$ cat src/design/ppbb_pkg.sv
// Shared constants and types for the ping-pong byte buffer.
package ppbb_pkg;

  localparam int BANK_DEPTH = 16;
  localparam int ADDR_W     = (BANK_DEPTH > 1) ? $clog2(BANK_DEPTH) : 1;
  localparam int CNT_W      = $clog2(BANK_DEPTH + 1);
  localparam int SUM_W      = CNT_W + 1;

  typedef logic [ADDR_W-1:0] addr_t;
  typedef logic [CNT_W-1:0]  cnt_t;
  typedef logic [SUM_W-1:0]  sum_t;

  typedef enum logic [1:0] {
    KIND_WRITE = 2'd0,
    KIND_READ  = 2'd1,
    KIND_END   = 2'd2,
    KIND_NOP   = 2'd3
  } kind_t;

  // Ring increment of a bank position.
  function automatic addr_t ring_next(input addr_t pos);
    addr_t res;
    if (pos == addr_t'(BANK_DEPTH - 1)) begin
      res = '0;
    end else begin
      res = pos + addr_t'(1);
    end
    return res;
  endfunction

  // Ring position at an offset of fewer than BANK_DEPTH entries from head.
  function automatic addr_t ring_pos(input addr_t head, input cnt_t offset);
    sum_t s;
    s = sum_t'(head) + sum_t'(offset);
    if (s >= sum_t'(BANK_DEPTH)) begin
      s = s - sum_t'(BANK_DEPTH);
    end
    return s[ADDR_W-1:0];
  endfunction

endpackage

$ cat src/design/ping_pong_byte_buffer.sv
// Two-bank ping-pong byte buffer with a registered result channel.
//
// Usage: every input transaction on the in_ channel carries an operation in
// in_tuser (write byte, read request or end-of-stream marker) and the byte to
// store in in_tdata. Each input transaction produces exactly one result
// transaction on the out_ channel. The result reports the byte read (with its
// valid flag in out_tuser), whether a write was stored, whether a bank is free
// for writing and whether the stream has fully drained after an end marker.
// The bank state is updated, the bank read data is captured and the result
// is registered at the edge that accepts the input transaction; the result
// is offered in the cycle after. Throughput is one transaction per clock
// while the receiver takes each result; the single output register lets a
// new input be taken in the same cycle that the waiting result leaves.
// When the receiver stalls, the result register holds and in_tready drops
// until the result is taken, so no transaction is lost or repeated.
// Reset (synchronous, active low) empties both banks, marks them free, points
// writing and reading at bank zero and clears the end marker. Bank contents
// are not cleared; only bytes written earlier are ever read back.
module ping_pong_byte_buffer (
  input  logic        clk,
  input  logic        rst_n,
  input  logic        in_tvalid,
  output logic        in_tready,
  input  logic [7:0]  in_tdata,   // [7:0] data_in
  input  logic [1:0]  in_tuser,   // [1:0] kind
  output logic        out_tvalid,
  input  logic        out_tready,
  output logic [15:0] out_tdata,  // [7:0] read_data, [8] write_accepted,
                                  // [9] write_ready, [10] drained, rest zero
  output logic        out_tuser   // [0] read_valid
);
  import ppbb_pkg::*;

  // Bank storage.
  logic [7:0] bank_zero_r [BANK_DEPTH];
  logic [7:0] bank_one_r  [BANK_DEPTH];

  // Control state.
  cnt_t  count_zero_r, count_zero_nxt;
  cnt_t  count_one_r,  count_one_nxt;
  addr_t head_zero_r,  head_zero_nxt;
  addr_t head_one_r,   head_one_nxt;
  logic  zero_free_r,  zero_free_nxt;
  logic  one_free_r,   one_free_nxt;
  logic  write_to_zero_r, write_to_zero_nxt;
  logic  read_from_zero_r, read_from_zero_nxt;
  logic  end_seen_r,   end_seen_nxt;

  // Result register.
  logic       out_valid_r;
  logic       rd_valid_r;
  logic       rd_zero_r;
  logic [7:0] rd_zero_data_r;
  logic [7:0] rd_one_data_r;
  logic       wr_acc_r;
  logic       wr_ready_r;
  logic       drained_r;

  // Per-transaction decode.
  kind_t kind;
  logic  in_acc;
  logic  wr_zero, wr_one;
  logic  rd_zero, rd_one;
  logic  zero_free_tmp, one_free_tmp;
  addr_t wr_addr_zero, wr_addr_one;

  assign kind      = kind_t'(in_tuser);
  assign in_tready = !out_valid_r || out_tready;
  assign in_acc    = in_tvalid && in_tready;

  assign wr_addr_zero = ring_pos(head_zero_r, count_zero_r);
  assign wr_addr_one  = ring_pos(head_one_r, count_one_r);

  always_comb begin
    count_zero_nxt     = count_zero_r;
    count_one_nxt      = count_one_r;
    head_zero_nxt      = head_zero_r;
    head_one_nxt       = head_one_r;
    zero_free_nxt      = zero_free_r;
    one_free_nxt       = one_free_r;
    write_to_zero_nxt  = write_to_zero_r;
    read_from_zero_nxt = read_from_zero_r;
    end_seen_nxt       = end_seen_r;
    wr_zero            = 1'b0;
    wr_one             = 1'b0;
    rd_zero            = 1'b0;
    rd_one             = 1'b0;
    zero_free_tmp      = zero_free_r;
    one_free_tmp       = one_free_r;

    unique case (kind)
      KIND_WRITE: begin
        if (write_to_zero_r && zero_free_r && count_zero_r < cnt_t'(BANK_DEPTH)) begin
          wr_zero        = 1'b1;
          count_zero_nxt = count_zero_r + cnt_t'(1);
          if (count_zero_nxt == cnt_t'(BANK_DEPTH)) begin
            write_to_zero_nxt = 1'b0;
            zero_free_nxt     = 1'b0;
          end
        end else if (!write_to_zero_r && one_free_r &&
                     count_one_r < cnt_t'(BANK_DEPTH)) begin
          wr_one        = 1'b1;
          count_one_nxt = count_one_r + cnt_t'(1);
          if (count_one_nxt == cnt_t'(BANK_DEPTH)) begin
            write_to_zero_nxt = 1'b1;
            one_free_nxt      = 1'b0;
          end
        end
      end
      KIND_READ: begin
        // After the end marker a partly filled bank is handed to the reader.
        if (end_seen_r && count_zero_r != '0) begin
          zero_free_tmp = 1'b0;
        end
        zero_free_nxt = zero_free_tmp;
        if (read_from_zero_r && !zero_free_tmp && count_zero_r != '0) begin
          rd_zero        = 1'b1;
          count_zero_nxt = count_zero_r - cnt_t'(1);
          head_zero_nxt  = ring_next(head_zero_r);
          if (count_zero_nxt == '0) begin
            zero_free_nxt      = 1'b1;
            read_from_zero_nxt = 1'b0;
          end
        end else begin
          if (end_seen_r && count_one_r != '0) begin
            one_free_tmp = 1'b0;
          end
          one_free_nxt = one_free_tmp;
          if (!read_from_zero_r && !one_free_tmp && count_one_r != '0) begin
            rd_one        = 1'b1;
            count_one_nxt = count_one_r - cnt_t'(1);
            head_one_nxt  = ring_next(head_one_r);
            if (count_one_nxt == '0) begin
              one_free_nxt       = 1'b1;
              read_from_zero_nxt = 1'b1;
            end
          end
        end
      end
      KIND_END: begin
        end_seen_nxt = 1'b1;
      end
      KIND_NOP: begin
      end
      default: begin
      end
    endcase
  end

  // Control state registers.
  always_ff @(posedge clk) begin
    if (!rst_n) begin
      count_zero_r     <= '0;
      count_one_r      <= '0;
      head_zero_r      <= '0;
      head_one_r       <= '0;
      zero_free_r      <= 1'b1;
      one_free_r       <= 1'b1;
      write_to_zero_r  <= 1'b1;
      read_from_zero_r <= 1'b1;
      end_seen_r       <= 1'b0;
    end else if (in_acc) begin
      count_zero_r     <= count_zero_nxt;
      count_one_r      <= count_one_nxt;
      head_zero_r      <= head_zero_nxt;
      head_one_r       <= head_one_nxt;
      zero_free_r      <= zero_free_nxt;
      one_free_r       <= one_free_nxt;
      write_to_zero_r  <= write_to_zero_nxt;
      read_from_zero_r <= read_from_zero_nxt;
      end_seen_r       <= end_seen_nxt;
    end
  end

  // Bank memories: one write port and one registered read port each.
  always_ff @(posedge clk) begin
    if (in_acc && wr_zero) begin
      bank_zero_r[wr_addr_zero] <= in_tdata;
    end
    if (in_acc) begin
      rd_zero_data_r <= bank_zero_r[head_zero_r];
    end
  end

  always_ff @(posedge clk) begin
    if (in_acc && wr_one) begin
      bank_one_r[wr_addr_one] <= in_tdata;
    end
    if (in_acc) begin
      rd_one_data_r <= bank_one_r[head_one_r];
    end
  end

  // Result register.
  always_ff @(posedge clk) begin
    if (!rst_n) begin
      out_valid_r <= 1'b0;
    end else if (in_acc) begin
      out_valid_r <= 1'b1;
    end else if (out_tready) begin
      out_valid_r <= 1'b0;
    end
  end

  always_ff @(posedge clk) begin
    if (in_acc) begin
      rd_valid_r <= rd_zero || rd_one;
      rd_zero_r  <= rd_zero;
      wr_acc_r   <= wr_zero || wr_one;
      wr_ready_r <= zero_free_nxt || one_free_nxt;
      drained_r  <= end_seen_nxt && count_zero_nxt == '0 && count_one_nxt == '0;
    end
  end

  logic [7:0] read_data;

  always_comb begin
    if (!rd_valid_r) begin
      read_data = 8'd0;
    end else if (rd_zero_r) begin
      read_data = rd_zero_data_r;
    end else begin
      read_data = rd_one_data_r;
    end
  end

  assign out_tvalid = out_valid_r;
  assign out_tuser  = rd_valid_r;
  assign out_tdata  = {5'd0, drained_r, wr_ready_r, wr_acc_r, read_data};

endmodule
$ cat config.mk
export PLATFORM = sky130hd
export DESIGN_NAME = ping_pong_byte_buffer
export DESIGN_NICKNAME = d
export VERILOG_FILES = /design/src/design/ppbb_pkg.sv /design/src/design/ping_pong_byte_buffer.sv
export SDC_FILE = /design/constraint.sdc
export NUM_CORES = 1
export LEC_CHECK = 0
export BUFFER_PORTS_ARGS = -buffer_cell sky130_fd_sc_hd__buf_2
export CAP_MARGIN = 10
export CORE_ASPECT_RATIO = 0.7
export CORE_MARGIN = 8
export CORE_UTILIZATION = 45
export DETAILED_ROUTE_END_ITERATION = 12
export HOLD_SLACK_MARGIN = 0.06
export PLACE_DENSITY_LB_ADDON = 0.3
export SLEW_MARGIN = 10
export SYNTH_ARGS = -nofsm -noshare
export SYNTH_HDL_FRONTEND = slang
export SYNTH_SLANG_ARGS = --single-unit
$ cat constraint.sdc
create_clock -name clk -period 3.1 [get_ports clk]
set_input_delay 0.31 -clock clk [delete_from_list [all_inputs] [get_ports clk]]
set_output_delay 0.31 -clock clk [all_outputs]
set_load 0.005 [all_outputs]
# Yosys cells after proc, flatten, opt, wreduce, memory -nomap -nowiden
# Memories as Yosys holds them, arrays and structs flattened. A register that Yosys moved wholly into a read port is not among the register bits.
# Index checks and enable logic that the tools add are counted.
[totals]
register_bits = 29
mem_bits_rw = 256
input_bits = 14
output_inout_bits = 19
word_cells = 136
mem_count = 2
[classes]
add_sub_neg = 10
order_cmp = 4
n_eq_ne = 8
mux = 56
bitwise = 1
n_reduce_logical = 40
[mem_list]
columns = ["name", "words", "width", "rd", "rd_ports_with_merged_regs", "wr", "line_no", "text"]
rows = [
  ["bank_one_r", 16, 8, 1, 1, 1, "ping_pong_byte_buffer.sv:36", "logic [7:0] bank_one_r [BANK_DEPTH];"],
  ["bank_zero_r", 16, 8, 1, 1, 1, "ping_pong_byte_buffer.sv:35", "logic [7:0] bank_zero_r [BANK_DEPTH];"],
]
[ops]
columns = ["operator", "count"]
rows = [
  ["1-bit 2-to-1 mux", 40],
  ["5-bit 2-to-1 mux", 6],
  ["5-bit zero test", 4],
  ["5-bit one-hot mux with 2 select lines", 2],
  ["4-bit 2-to-1 mux", 4],
  ["8-bit 2-to-1 mux", 2],
  ["1-bit logical AND", 15],
  ["4-bit by 5-bit adder with 6-bit output", 2],
  ["6-bit by 5-bit greater-or-equal comparator with 1-bit output, second input constant", 2],
  ["5-bit by 1-bit adder with 5-bit output, second input constant", 2],
  ["5-bit equality test, second input constant", 2],
  ["5-bit less-than comparator, second input constant", 2],
  ["5-bit AND reduction", 2],
  ["2-bit nonzero test", 5],
  ["5-bit nonzero test", 2],
  ["5-bit by 1-bit subtractor with 5-bit output, second input constant", 2],
  ["4-bit by 1-bit adder with 4-bit output, second input constant", 2],
  ["4-bit equality test, second input constant", 2],
  ["4-bit by 1-bit subtractor with 4-bit output, second input constant", 2],
  ["1-bit zero test", 5],
  ["1-bit logical OR", 4],
  ["2-bit by 1-bit inequality test with 1-bit output, second input constant", 2],
  ["1-bit one-hot mux with 2 select lines", 2],
  ["4-bit AND reduction", 1],
  ["other kinds (5)", 5],
]

# Logic depth before layout (Yosys ltp)
# Gate-level depths: netlist of run 1.
[logic_depth]
word_depth = 17
ltp_mapped = 9

# Worst setup path after synthesis of run 1
# Ideal clock, no wire load.
[synth_timing]
kind = "reg-to-reg"
start = "reg head_zero_r[1]"
end = "mem bank_zero_r[10][0], enable pin"
arrival_time_ns = 2.336
slack_ns = 0.394
stages_incl_launch_ff = 7
synth_period_minus_slack_ns = 2.706
path_cell_list = "dfxtp_1 > clkbuf_1 > clkbuf_1 > inv_1 > fa_1 > or3_1 > nor2_1"
[synth_via]
elab_chain_cells = 3
elab_cells_between_ends = 4
classes_between = "2 x add/sub; 1 x order compare; 1 x mux"
[synth_rtl]
columns = ["element", "line_no", "text"]
rows = [
  ["start, declared", "ping_pong_byte_buffer.sv:41", "addr_t head_zero_r, head_zero_nxt;"],
  ["start signal, assigned", "ping_pong_byte_buffer.sv:165", "head_zero_r <= head_zero_nxt;"],
  ["4-bit by 5-bit adder with 6-bit output *", "ppbb_pkg.sv:34", "s = sum_t'(head) + sum_t'(offset);"],
  ["6-bit by 5-bit greater-or-equal comparator with 1-bit output or 4-bit by 1-bit subtractor with 4-bit output (tied branches)", "ppbb_pkg.sv:35, ppbb_pkg.sv:36", ""],
  ["4-bit 2-to-1 mux *", "ppbb_pkg.sv:35", "if (s >= sum_t'(BANK_DEPTH)) begin"],
  ["end, declared", "ping_pong_byte_buffer.sv:35", ""],
]
# Every way passes the cells marked *; elsewhere a longest branch is shown, timed or not.

# Final worst setup path of run 1
[layout_timing]
start = "reg count_zero_r[1]"
end = "reg drained_r (data pin)"
[layout_via]
elab_chain_cells = 12
elab_cells_between_ends = 21
classes_between = "2 x add/sub; 1 x order compare; 8 x mux; 10 x reduce/logical"
[layout_rtl]
columns = ["element", "line_no", "text"]
rows = [
  ["start, declared", "ping_pong_byte_buffer.sv:39", "cnt_t count_zero_r, count_zero_nxt;"],
  ["start signal, assigned", "ping_pong_byte_buffer.sv:163", "count_zero_r <= count_zero_nxt;"],
  ["5-bit nonzero test", "ping_pong_byte_buffer.sv:112, ping_pong_byte_buffer.sv:116", ""],
  ["1-bit logical AND", "ping_pong_byte_buffer.sv:112", "if (end_seen_r && count_zero_r != '0) begin"],
  ["1-bit 2-to-1 mux", "ping_pong_byte_buffer.sv:112", ""],
  ["1-bit 2-to-1 mux", "ping_pong_byte_buffer.sv:91", "unique case (kind)"],
  ["1-bit zero test", "ping_pong_byte_buffer.sv:116", "if (read_from_zero_r && !zero_free_tmp && count_zero_r != '0) begin"],
  ["1-bit logical AND (2 in a row)", "ping_pong_byte_buffer.sv:116", ""],
  ["5-bit 2-to-1 mux", "ping_pong_byte_buffer.sv:116", ""],
  ["5-bit one-hot mux with 2 select lines", "ping_pong_byte_buffer.sv:91", ""],
  ["5-bit zero test", "ping_pong_byte_buffer.sv:211", "drained_r <= end_seen_nxt && count_zero_nxt == '0 && count_one_nxt == '0;"],
  ["1-bit logical AND", "ping_pong_byte_buffer.sv:211", ""],
  ["1-bit logical AND *", "ping_pong_byte_buffer.sv:211", ""],
  ["end signal, assigned", "ping_pong_byte_buffer.sv:211", ""],
  ["end, declared", "ping_pong_byte_buffer.sv:57", "logic drained_r;"],
]
# Every way passes the cells marked *; elsewhere a longest branch is shown, timed or not. The select of a mux whose other input is x is not followed.
# A chain may end at the register's enable or synchronous reset.

==> results.md, run 1 <==
- Cells along the critical path: inv_1, ha_1, nor4b_4, nand4b_4, inv_4, a31oi_1, o21ai_0, or4_1, nor4_2
- Endpoints failing hold: 0
- DR vias/cell: 5.73
- Layout cell share with drive strength beyond 1: between 20% and 30%
- Peak supply drop: 0.000492 V
- CP Max Fanout: 8
- Final HPWL DP: 18400 um
- CTS tree: built
- Number of I/O pins: 33
- Period utilization: 83.1%
- Relative slew margins: 53.2%
- ANT cells: 0
- RePlAce Congestion: 0.840
- Sequential fraction of the synthesis area: 69.3%
- Synthesis-stage register bit count: between 300 and 400
- Initial antenna violation count: 0
- Worst skew pair latency: 0.60 ns
- Mapped Area: 12700 um^2
- Total core area: 27800 um^2
- Die X: 217 um
- Cell area after layout: 14500 um^2
- Slew @ Worst Pin: 0.702 ns
- Status: finished, final reports clean
- Post-synth EDFFs: approximately 280
- Crit path buf inv count: 2
- MaxCap Viol Count: 0
- CTS Buffer Depth: 3
- Pin count of the biggest net entering global routing: 37
- Post-Route WL: 28400 um
- Top cell type's share of synthesized area: ~66%
- Clk root buf: clkbuf_16
- First DRT Iteration DRCs: between 600 and 700
- PortBufs: 27
- Initial Util: a little under half
- Num CTS Buffers: 30
- Final #Nets: 809
- First-pass detailed-route iteration total: 5
- RSZ-0062 raised after global routing: no
- Vias in the first global route: roughly 6.7k
- Global route overflow: 0
- Setup TNS Final: 0 ns
- Pwr/cell area: 597 nW/um^2
- Cell Rows: 51
- Commonest register cell after synthesis: edfxtp_1
- Worst path top cell family by delay: simple AND/OR/NAND/NOR gates
- Post-synthesis average cell area: roughly 18 um^2
- Final clock skew: 0.0437 ns
- Tot GR Track Use: 16.9%
- LEAKAGE: 4.73 nW
- Placed cell area: 13400 um^2
- Reg clk slew, reported paths: approximately 0.06 ns
- Hold buffer count at cts: 3
- Worst Path Required: 3.49 ns
- # resized after CTS: 0
- Clock period minus final worst setup slack: 2.58 ns
- Fmax: 0.388 GHz
- CP max stage delay: 0.50 ns
- Final setup violation count: 0
- Ys Warns: 0
- Wire per inst: between 20 and 25 um
- Clk sink count: 301
- Area Overhead vs Synth: 14.4%
- Startpoint type of the worst setup path: flip-flop
- Antenna Violating Nets Remaining: 0
- Critical Path Slowest Stage Cell: or4_1
- Htree depth: 1
- Critical Path Sink Type: flip-flop
- Die Y: between 150 and 200 um
- Post-CTS setup buffer count: 0
- Synth area leader: edfxtp_1
- Synth Instances: 708
- WS Path Type: reg2reg
- Synth area leaders: edfxtp_1 66%, mux4_2 14%, dfxtp_1 3.8%
- DR vias: 6723
- DRC: 0
- Synth cell count leaders: 277 x edfxtp_1, 80 x mux4_2, 55 x nor2_1
- CP Data Arrival Time: between 2 and 3 ns
- Ys async rst share: 0%
- First-pass GRT wire length: 43100 um
- Die ar.: between 30000 and 40000 um^2
- Top-count cell post-synth: edfxtp_1
- Slew Viols, Final: 0
- Netlist cell types: 66
- Worst min-delay path category: in2reg
==> tightest hold or removal path, cell delays in order <==
cell and delay, ns:
buf_2 0.20, nor3b_1 0.08, o21a_1 0.16
==> layout make-up <==
type,instances,area [um^2]
Clock buffer,35,769
Sequential cell,301,8800
Fill cell,2224,13200
Inverter,12,47.5
Tap cell,371,464
Clock inverter,21,293
Multi-Input combinational cell,355,3610
Timing Repair Buffer,78,526
==> routing by layer <==
layer / track usage (%) / part of all wire, % / vias up
met5: 0 / 0 / -
met4: 3.44 / 1.5 / 0
met3: 3.97 / 8.2 / 34
met2: 24.8 / 45 / 269
met1: 25.4 / 45 / 3467
li1: - / - / 2953
==> per-stage QoR <==
stage | cells | power, mW | util [%] | hold WS, ns | worst slack [ns]
after floorplan | 712 | 4.74 | - | 0.409 | 0.394
after global placement | 1114 | 4.86 | 48.4 | 0.517 | 0.594
after detailed placement | 1114 | 4.87 | 48.4 | 0.536 | 0.550
after CTS | 1173 | 8.76 | 52.3 | 0.208 | 0.524
after global routing | 1173 | 8.93 | 52.3 | 0.229 | 0.298
final | 1173 | 8.67 | 52.3 | 0.243 | 0.523
==> registers in the layout, indices dropped and copies added (netlist names), 4 cells and up <==
signal	flops
bank_one_r	128
bank_zero_r	128
rd_one_data_r	8
rd_zero_data_r	8
count_one_r	5
count_zero_r	5
head_one_r	4
head_zero_r	4
==> kinds of logic (layout without fill, tap and decap cells) <==
| kind of cell | after synthesis | count (layout) | share of synthesized area [%] |
|---|---|---|---|
| muxes | 91 | 91 | 15.1 |
| other | 1 | 5 | 0.0295 |
| buffers and inverters | 56 | 146 | 2.32 |
| and+or+nand+nor | 162 | 162 | 7.00 |
| xor gates and xnor gates | 19 | 19 | 1.31 |
| AOI/OAI and AO/OA | 61 | 61 | 3.15 |
| adders and majority gates | 17 | 17 | 1.79 |
| DFF | 301 | 301 | 69.3 |
==> final timing paths <==
check,startpoint,end,slack [ns],cells after the start
worst max-delay path,count_zero_r[1]$_SDFFE_PN0P_,drained_r$_DFFE_PP_,0.52,9
worst min-delay path,in_tuser[0],end_seen_r$_SDFFE_PN0P_,0.24,3
worst max register to register,count_zero_r[1]$_SDFFE_PN0P_,drained_r$_DFFE_PP_,0.52,9
worst min register to register,count_one_r[1]$_SDFFE_PN0P_,count_one_r[1]$_SDFFE_PN0P_,0.56,2
==> where the power goes <==
part / switching, mW / total, mW / internal [mW]
Clock: 1.59 / 3.89 / 2.30
Sequential: 0.0297 / 4.49 / 4.46
Combinational: 0.190 / 0.292 / 0.102
Total: 1.81 / 8.67 / 6.86
==> layout by cell type (no fill, tap or decap), drive strengths merged, types with 3 or more instances in the layout <==
cell type / count
a21oi: 19
a22oi: 3
nand2b: 5
o31ai: 4
inv: 14
bufinv: 6
buf: 75
clkinv: 13
mux4: 80
nand2: 33
nor4: 5
ha: 15
mux2i: 10
dfxtp: 24
dlygate4sd3: 3
nor3: 5
or3: 5
nand4: 3
nand3: 17
o21ai: 12
xnor2: 11
nor3b: 5
conb: 5
nor2: 55
xor2: 8
nand3b: 5
clkbuf: 35
nor2b: 8
edfxtp: 277
or4: 3
No activity file was read; power rests on OpenSTA's default activity.
==> run 2: changes to the inputs <==
==> constraint.sdc (replaced) <==
create_clock -name clk -period 2.1 [get_ports clk]
set_input_delay 0.21 -clock clk [delete_from_list [all_inputs] [get_ports clk]]
set_output_delay 0.21 -clock clk [all_outputs]
set_load 0.005 [all_outputs]
==> results.md, run 2 (synthesized netlist as in run 1, its figures left out) <==
- FF-to-FF path depth: 8 (-1)
- Hold path depth: 3 (unchanged)
- Worst path top cell family by delay: simple AND/OR/NAND/NOR gates
- Clk sink count: 301 (unchanged)
- Final setup violation count: 77 (+77)
- DR vias: 7079 (+5.3%)
- FF-to-FF End: drained_r$_DFFE_PP_
- Fmax: 0.442 GHz (+14%)
- Reg-to-reg critical path startpoint: count_one_r[0]$_SDFFE_PN0P_
- Cells along the critical path: inv_4, ha_4, nor4b_4, or4_4, mux2i_1, a21oi_1, or4_4, nor4_2
- Die Y: 157 um (unchanged)
- RSZ-0062 raised after global routing: yes
- Clock period minus final worst setup slack: 2.26 ns (-0.315 ns)
- Antenna Violating Nets Remaining: 0 (unchanged)
- Final HPWL DP: 20100 um (+9.0%)
- Cell Rows: 51 (unchanged)
- CP max stage delay: 0.43 ns (-0.07 ns)
- Relative slew margins: 50.5% (-2.8 points)
- CTS tree: built
- Crit path buf inv count: 1 (-1)
- Startpoint type of the worst setup path: flip-flop
- Slew Viols, Final: 0 (unchanged)
- PortBufs: 27 (unchanged)
- ANT cells: 0 (unchanged)
- Peak supply drop: 0.000781 V (+59%)
- CP Launch Point: count_one_r[0]$_SDFFE_PN0P_
- Cell depth of the worst setup path: 8 (-1)
- CTS Buffer Depth: 3 (unchanged)
- Final clock skew: 0.0316 ns (-0.0121 ns)
- Setup TNS Final: -4.88 ns (-4.88 ns)
- Num CTS Buffers: 28 (-6.7%)
- MaxCap Viol Count: 0 (unchanged)
- CP Max Fanout: 4 (-4)
- First-pass detailed-route iteration total: 5 (unchanged)
- CP Data Arrival Time: 2.65 ns (-0.32 ns)
- WS Path Type: reg2reg
- Period utilization: 108% (+25 points)
- Die X: 217 um (unchanged)
- Number of I/O pins: 33 (unchanged)
- Initial Util: 45.7% (unchanged)
- Status: finished, violations left
- RePlAce Congestion: 0.912 (+8.5%)
- Htree depth: 1 (unchanged)
- Worst Path Required: 2.48 ns (-1.01 ns)
- Initial antenna violation count: 0 (unchanged)
- Slew @ Worst Pin: 0.743 ns (+0.0415 ns)
- Clk root buf: clkbuf_16
- Layout cell share with drive strength beyond 1: 42.4% (+15 points)
- Critical Path Slowest Stage Cell: or4_4
- Post-Route WL: 30300 um (+6.6%)
- Commonest non-fill, non-tap cell in the layout: edfxtp_1
- DRC: 0 (unchanged)
- Largest registers: bank_one_r: 128 flops, bank_zero_r: 128 flops
- Wire per inst: 24.6 um (+1.5%)
- DR vias/cell: 5.75 (+0.25%)
- Pwr/cell area: 782 nW/um^2 (+31%)
- LEAKAGE: 5.14 nW (+8.7%)
- Failing checks: negative setup slack
- Reg clk slew, reported paths: 0.07 ns (about the same)
- Vias in the first global route: 7240 (+7.9%)
- Worst Slack Setup Final: -0.162 ns (-0.685 ns)
- Most frequent cells in the layout: 277 x edfxtp_1, 80 x mux4_2, 67 x buf_4, 31 x clkbuf_16, 27 x buf_2
- Pre-CTS WS: -0.177 ns (-0.728 ns)
- Area Overhead vs Synth: 23.9%
- Total Power: 12.3 mW (+42%)
- Global route overflow: 0 (unchanged)
- Worst min-delay path category: in2reg
- First-pass GRT wire length: 45800 um (+6.2%)
- Crit-path most repeated cell: or4_4
- First DRT Iteration DRCs: 751 (+25%)
- R2R Setup Slk: -0.16 ns (-0.68 ns)
- Total core area: 27800 um^2 (unchanged)
- Critical path capture point: drained_r$_DFFE_PP_
- Worst skew pair latency: 0.57 ns (-0.03 ns)
- Critical Path Sink Type: flip-flop
- Tot GR Track Use: 17.8% (+0.90 points)
- Endpoints failing hold: 0 (unchanged)
- Pin count of the biggest net entering global routing: 33 (-11%)
- Final #Nets: 871 (+7.7%)
- Die ar.: 33900 um^2 (unchanged)
==> run 2: layout make-up <==
type / instances / area (um^2)
fill: 2070 / 12000
sequential: 301 / 8820
multi-input combinational: 355 / 4090
timing repair buffer: 142 / 1380
clock buffer: 30 / 708
tap: 371 / 464
clock inverter: 21 / 216
inverter: 12 / 50.0
==> run 2: layer usage <==
metal  vias up  track usage [%]  share of wire, %
met2       264             26.3                44
li1       3087                -                 -
met5         -                0                 0
met4         0             3.31               1.6
met1      3692             27.4                47
met3        36             3.16               7.7
==> run 2: through the flow <==
stage	hold WS, ns	utilization, %	area, um^2	instances
after floorplan	0.309	-	13000	712
after global placement	0.465	51.0	14200	1162
after detailed placement	0.481	51.0	14200	1162
after CTS	0.123	55.2	15300	1225
after global routing	0.139	56.7	15700	1232
final	0.141	56.7	15700	1232
==> run 2: tightest hold or removal path: stages <==
cell and delay (ns):
buf_2 0.14, nor3b_1 0.14, o21a_1 0.16
==> run 2: how the worst min path moves through the flow <==
| stage | from | end | slack (ns) |
|---|---|---|---|
| finish | in_tuser[1] | end_seen_r$_SDFFE_PN0P_ | 0.14 |
| detailed placement | in_tvalid | out_tvalid$_SDFFE_PN0P_ | 0.48 |
| floorplan | in_tdata[0] | bank_one_r[0][0]$_DFFE_PP_ | 0.31 |
| global route | in_tuser[1] | end_seen_r$_SDFFE_PN0P_ | 0.14 |
| CTS | in_tuser[1] | end_seen_r$_SDFFE_PN0P_ | 0.12 |
| global placement | in_tvalid | out_tvalid$_SDFFE_PN0P_ | 0.47 |
==> run 2: repair_timing <==
| item | 4_1_cts | 5_1_grt |
|---|---|---|
| pin swaps | 16 | 15 |
| hold endpoints to repair | 9 | 0 |
| endpoints found under the setup margin | 258 | 237 |
| resized for setup | 28 | 57 |
| gates cloned | 0 | 3 |
| buffers inserted | 8 | 5 |
| hold buffers | 4 | 0 |
==> run 2: where the power goes <==
part	internal, mW	leakage, nW	switching (mW)
Sequential	6.58	2.70	0.0267
Combinational	0.251	1.99	0.369
Clock	2.83	0.443	2.24
